--- src/rtl/lht_pkg.sv ---
// Shared types and constants of the lowest_hash_top_k block.
// Used by every RTL module and by the checker; depends on nothing.
package lht_pkg;

    localparam int TOP_MAX_DEF = 16;
    localparam int HASH_BYTES  = 32;
    localparam int HASH_W      = HASH_BYTES * 8;
    localparam int WORD_W      = 64;
    localparam int HEIGHT_W    = 32;
    localparam int RANK_W      = 5;
    localparam int KEEP_W      = 5;

    localparam logic [KEEP_W-1:0] KEEP_RESET = KEEP_W'(10);

    localparam logic REQ_INSERT = 1'b0;
    localparam logic REQ_REPORT = 1'b1;

    typedef struct packed {
        logic                valid;
        logic [HASH_W-1:0]   hash;
        logic [HEIGHT_W-1:0] height;
    } lht_entry_t;

    typedef enum logic {
        LHT_IDLE,
        LHT_REPORT
    } lht_state_t;

endpackage

--- src/rtl/lht_cell.sv ---
// One slot of the sorted insertion chain: holds a hash, its height and a valid bit.
// Depends on lht_pkg; instantiated in a row by lowest_hash_top_k.
module lht_cell
    import lht_pkg::*;
(
    input  logic       aclk,
    input  logic       aresetn,
    input  logic       insert,
    input  logic       in_range,
    input  lht_entry_t new_entry,
    input  lht_entry_t prev_entry,
    input  logic       prev_take,
    output lht_entry_t entry,
    output logic       take
);

    logic                valid_reg, valid_next;
    logic [HASH_W-1:0]   hash_reg, hash_next;
    logic [HEIGHT_W-1:0] height_reg, height_next;
    logic                valid_eff;

    assign valid_eff    = valid_reg & in_range;
    assign take         = !valid_eff || (new_entry.hash < hash_reg);
    assign entry.valid  = valid_eff;
    assign entry.hash   = hash_reg;
    assign entry.height = height_reg;

    always_comb begin
        valid_next  = valid_eff;
        hash_next   = hash_reg;
        height_next = height_reg;
        if (insert && in_range) begin
            if (prev_take) begin
                valid_next  = prev_entry.valid;
                hash_next   = prev_entry.hash;
                height_next = prev_entry.height;
            end else if (take) begin
                valid_next  = 1'b1;
                hash_next   = new_entry.hash;
                height_next = new_entry.height;
            end
        end
    end

    always_ff @(posedge aclk) begin
        if (!aresetn) begin
            valid_reg <= 1'b0;
        end else begin
            valid_reg <= valid_next;
        end
    end

    always_ff @(posedge aclk) begin
        hash_reg   <= hash_next;
        height_reg <= height_next;
    end

endmodule

--- config.mk ---
export PLATFORM = sky130hd
export DESIGN_NAME = lht_cell
export DESIGN_NICKNAME = d
export VERILOG_FILES = /design/src/rtl/lht_pkg.sv /design/src/rtl/lht_cell.sv
export SDC_FILE = /design/constraint.sdc
export NUM_CORES = 1
export LEC_CHECK = 0
export BUFFER_PORTS_ARGS = -buffer_cell sky130_fd_sc_hd__buf_4
export CAP_MARGIN = 20
export CELL_PAD_IN_SITES_DETAIL_PLACEMENT = 1
export CELL_PAD_IN_SITES_GLOBAL_PLACEMENT = 2
export CORE_AREA = 2 2 341 343
export DETAILED_ROUTE_END_ITERATION = 6
export DIE_AREA = 0 0 343 345
export GPL_ROUTABILITY_DRIVEN = 0
export MAX_ROUTING_LAYER = met4
export PLACE_DENSITY_LB_ADDON = 0.3
export SYNTH_ARGS = -nofsm -noshare
export SYNTH_HDL_FRONTEND = slang
export SYNTH_SLANG_ARGS = --single-unit
--- constraint.sdc ---
create_clock -name aclk -period 18.4 [get_ports aclk]
set_clock_uncertainty 0.05 [all_clocks]
set_input_delay 1.84 -clock aclk [delete_from_list [all_inputs] [get_ports aclk]]
set_output_delay 1.84 -clock aclk [all_outputs]
set_load 0.01 [all_outputs]
* Word-level counts from Yosys, hierarchy flattened
Index checks and enable logic that the tools add are counted.
** Cells by class
- Reduce and logical (&&, ||, !) cells :: 5
- Multiplexer cells :: 7
- Bitwise gates (word level) :: 1
- Magnitude comparators :: 1
** Operators with widths (count)
- two-way mux 256 bit :: 2
- less-than comparator 256 bit :: 1
- two-way mux 32 bit :: 2
- two-way mux 1 bit :: 3
- AND reduction 2 bit :: 1
- nonzero test 2 bit :: 1
- bitwise AND 1 bit :: 1
- logical AND 1 bit :: 1
- zero test 1 bit :: 1
- logical OR 1 bit :: 1
** Storage, ports and cells
- Register bits :: 289
- Output and inout port bits :: 290
- Input port bits :: 583
- Word-level logic and storage cells :: 17

* Depth between registers and ports, before layout
- Depth in word-level cells :: 6
- Gate-level depth with buffers :: 11
- Gate-level depth less buffers :: 11

* Least setup slack after synthesis
OpenSTA, ideal clock, no wires.
- Kind :: input to register
- Start point :: in new_entry[165] (netlist name)
- End point :: reg hash_reg[0] (enable)
- Setup slack :: -0.804 ns
- Buffers on the path :: 0
- Required time :: 17.240 ns
- Data arrival time :: 18.044 ns
- Stages :: 10
- Library setup time :: 1.110 ns
- Path through :: ha_1 > a21o_1 > a21oi_1 > nor2b_1 > o41ai_1 > o211a_1 > o221ai_1 > a2111o_1 > a211o_2 > a31oi_1
** Between the ends
- Cells in the longest elaborated chain, start to end :: 4
** RTL lines
- start: declaration :: RTL line lht_cell.sv:10 : input lht_entry_t new_entry,
- less-than comparator 256 bit :: RTL line lht_cell.sv:23 : assign take = !valid_eff || (new_entry.hash < hash_reg);
- logical OR 1 bit :: RTL line lht_cell.sv:23
- nonzero test 2 bit (no source line)
- AND reduction 2 bit (no source line)
- end signal: assignment :: RTL line lht_cell.sv:54 : hash_reg <= hash_next;
- end: declaration :: RTL line lht_cell.sv:18 : logic [HASH_W-1:0] hash_reg, hash_next;
No other way between the ends.
A chain may end at the register's enable or synchronous reset.

* Final worst setup path
- Start point :: in new_entry[133] (netlist name)
- End point :: reg hash_reg[27] (enable)
Same word-level chain as after synthesis.

==> flow_summary.toml <==
[run_status]
outcome = "completed"

[routing]
via_per_inst = 3.926
detail_route.wl_per_cell_um = 21.53
num_vias = 15696
firstDrtPassIters = 4
ant_nets = 0
drtIter0Drc = 490
drt-total-wl_mm = 86.06
drc = 0

[logic_synthesis]
synth_edf_count = 288
yosysSeqAreaShare = 0.4685
syn_area_um2 = 18500
ys.flop_type = "edfxtp_1"
synthArstFlopShare = 0
ys_warn_count = 0
ys_seq_elements = 289
synth_nets = 2373
avgSynthCellArea_um2 = 12.05
syn_inst = 1535
synth_cell_types = 44

[min_path]
min_path_type = "register to register"

[grt]
grt_pass1_vias = 17675
grt_max_degree = 71
antenna_found_initial = 22
overflow = 0
grt_use_total = 0.1448
grt_first_pass_wirelength_mm = 121.5

[cells_and_area]
nNetsFinal = 3269
finalNonFillerCells = 3998
final_cell_area_um2 = 28240
drive_above_1_share = 0.4984
fillCellCount = 13215
largest_reg_flops = 256
area_delta_synth_final_pct = 52.64
mostFrequentLayoutCells = "buf_4 (882), mux2_2 (288), edfxtp_1 (288)"
final_common_cell = "buf_4"

[timing]
rsz0062_at_grt = "false"
max-slew-margin-rel = 0.3068
period_share = 0.3981
min_period_ns = 7.326
final.setup.tns_ns = 0
finalSetupViolCount = 0
tightest_slew_ns = 1.040
final_max_slew_viol_count = 0
fmax_ghz = 0.1365
finalHoldViolations = 0

[die]
chipHeight_um = 345
die-width_um = 343
io_pins = 873
start_util = 0.1607
dieArea_um2 = 118300
num_rows = 125
core_area_um2 = 115100

[critical_path]
cpLargestDelayFamily = "buffers and inverters"
cp_slowest_cell = "buf_4"
critPathKind = "input port to register"
cpMostUsedCell = "buf_4"
worstPathCellList = "buf_4 > ha_1 > a21o_1 > a21o_1 > a211oi_1 > o32ai_1 > nor4b_1 > buf_4 > o221ai_1 > a211o_2 > a31oi_4 > buf_4 > buf_4 > buf_4"
required_ns = 18.55
crit_arrival_ns = 7.48
critPathLaunchType = "input port"
critPathMaxFanout = 67
worst-path-buf-inv = 5
max_stage_delay_ns = 0.90
end_kind = "register"

[job]
max-cap-violations = 0

[power]
power_density_nw_per_um2 = 70.05
vdd_drop_max_mv = 0.05316
p_leak_nw = 12.81

[clock_tree]
postCtsHoldBufs = 0
cts-resized-gates = 0
post_cts_buffers = 0
cts_buffers = 44
cts.sinks = 289
h-tree-depth = 2
path_clk_slew_ns = 0.05
clock_latency_ns = 0.59
root_buffer = "clkbuf_16"
clock_path_buffers = 3
cts_tree = "done"

[placed_design]
numPortBuffers = 871
dpl-instance-area_um2 = 26930
post-dp-hpwl_mm = 72.30
dp.cells = 3909
where the power goes:
| group | leakage, nW | switching [mW] | internal [mW] |
|---|---|---|---|
| Clock | 0.608 | 0.335 | 0.457 |
| Combinational | 9.49 | 0.184 | 0.214 |
| Sequential | 2.71 | 0.0178 | 0.770 |
| Total | 12.8 | 0.537 | 1.44 |
layout make-up:
class | count | area [um2] | share of cell area
clock buffer | 59 | 1179 | 0.04174
inverter | 261 | 979.7 | 0.03469
clock inverter | 14 | 88.84 | 0.003146
antenna | 16 | 40.04 | 0.001418
sequential | 289 | 8668 | 0.3069
tap | 1524 | 1907 | 0.06752
multi-input combinational | 952 | 8742 | 0.3096
timing repair buffer | 883 | 6636 | 0.2350
metal layers:
layer / vias to the layer above / routed length [um] / GRT usage
met4: 0 / 1403 / 0.02816
met1: 7564 / 30360 / 0.1418
li1: 7506 / - / -
met2: 544 / 45500 / 0.2652
met3: 82 / 8799 / 0.06055
met5: - / 0 / -
metrics by stage:
stage | hold slack (ns) | util | worst slack [ns] | total power [mW]
floorplan | 0.4628 | - | 5.307 | 0.9850
global placement | 0.5376 | 0.2340 | 10.11 | 1.201
detailed placement | 0.5527 | 0.2340 | 10.11 | 1.209
CTS | 0.5616 | 0.2450 | 10.73 | 2.032
global route | 0.5927 | 0.2453 | 10.56 | 2.085
finish | 0.5584 | 0.2453 | 11.07 | 1.978
worst register-to-register path: cells and delay by family, from the launching register on:
| kind | cells | cell delay [ns] |
|---|---|---|
| AND/OR/NAND/NOR | 1 | 0.71 |
| adder cells (fa/ha/maj) | 1 | 0.24 |
| flip-flops | 1 | 0.42 |
| buffers and inverters | 5 | 2.82 |
| AO/OA/AOI/OAI | 7 | 1.70 |
cells by family (layout without fill, tap and decap cells):
family	after synthesis	count (layout)	synth area share
flip-flops	289	289	0.4685
AO/OA/AOI/OAI	199	199	0.06533
multiplexers	288	288	0.1753
adder cells (fa/ha/maj)	255	255	0.1724
other	0	16	0
buffers and inverters	294	1217	0.05985
AND/OR/NAND/NOR	210	210	0.05856
cells in the mapped netlist, drive strengths merged, types with 2 or more instances:
master	n	area share
a21oi	91	0.025
or3	4	0.0014
edfxtp	288	0.47
a31oi	4	0.0014
nor2	31	0.0063
a211oi	14	0.0057
clkbuf	32	0.0065
a221oi	7	0.0033
o31ai	2	0.00081
a2111oi	6	0.0028
nand4	56	0.019
nor4	12	0.0041
nor2b	4	0.0014
a21o	26	0.011
ha	255	0.17
nor3	6	0.0016
or4	3	0.0014
mux2	288	0.18
nand2b	2	0.00068
and3	2	0.00068
o211ai	2	0.00081
o21ai	34	0.0092
nand2	53	0.011
o221ai	2	0.00095
nand3	29	0.0078
inv	261	0.053
o32ai	2	0.00095
and4	4	0.0019
final timing paths:
kind	from	end	cells after the start	slack [ns]
setup / recovery	new_entry[133]	hash_reg[27]$_DFFE_PP_	14	11.07
hold / removal	valid_reg$_SDFF_PN0_	valid_reg$_SDFF_PN0_	2	0.56
setup reg to reg	hash_reg[101]$_DFFE_PP_	hash_reg[27]$_DFFE_PP_	14	12.02
hold reg to reg	valid_reg$_SDFF_PN0_	valid_reg$_SDFF_PN0_	2	0.56
Power figures use the tool's default switching activity.
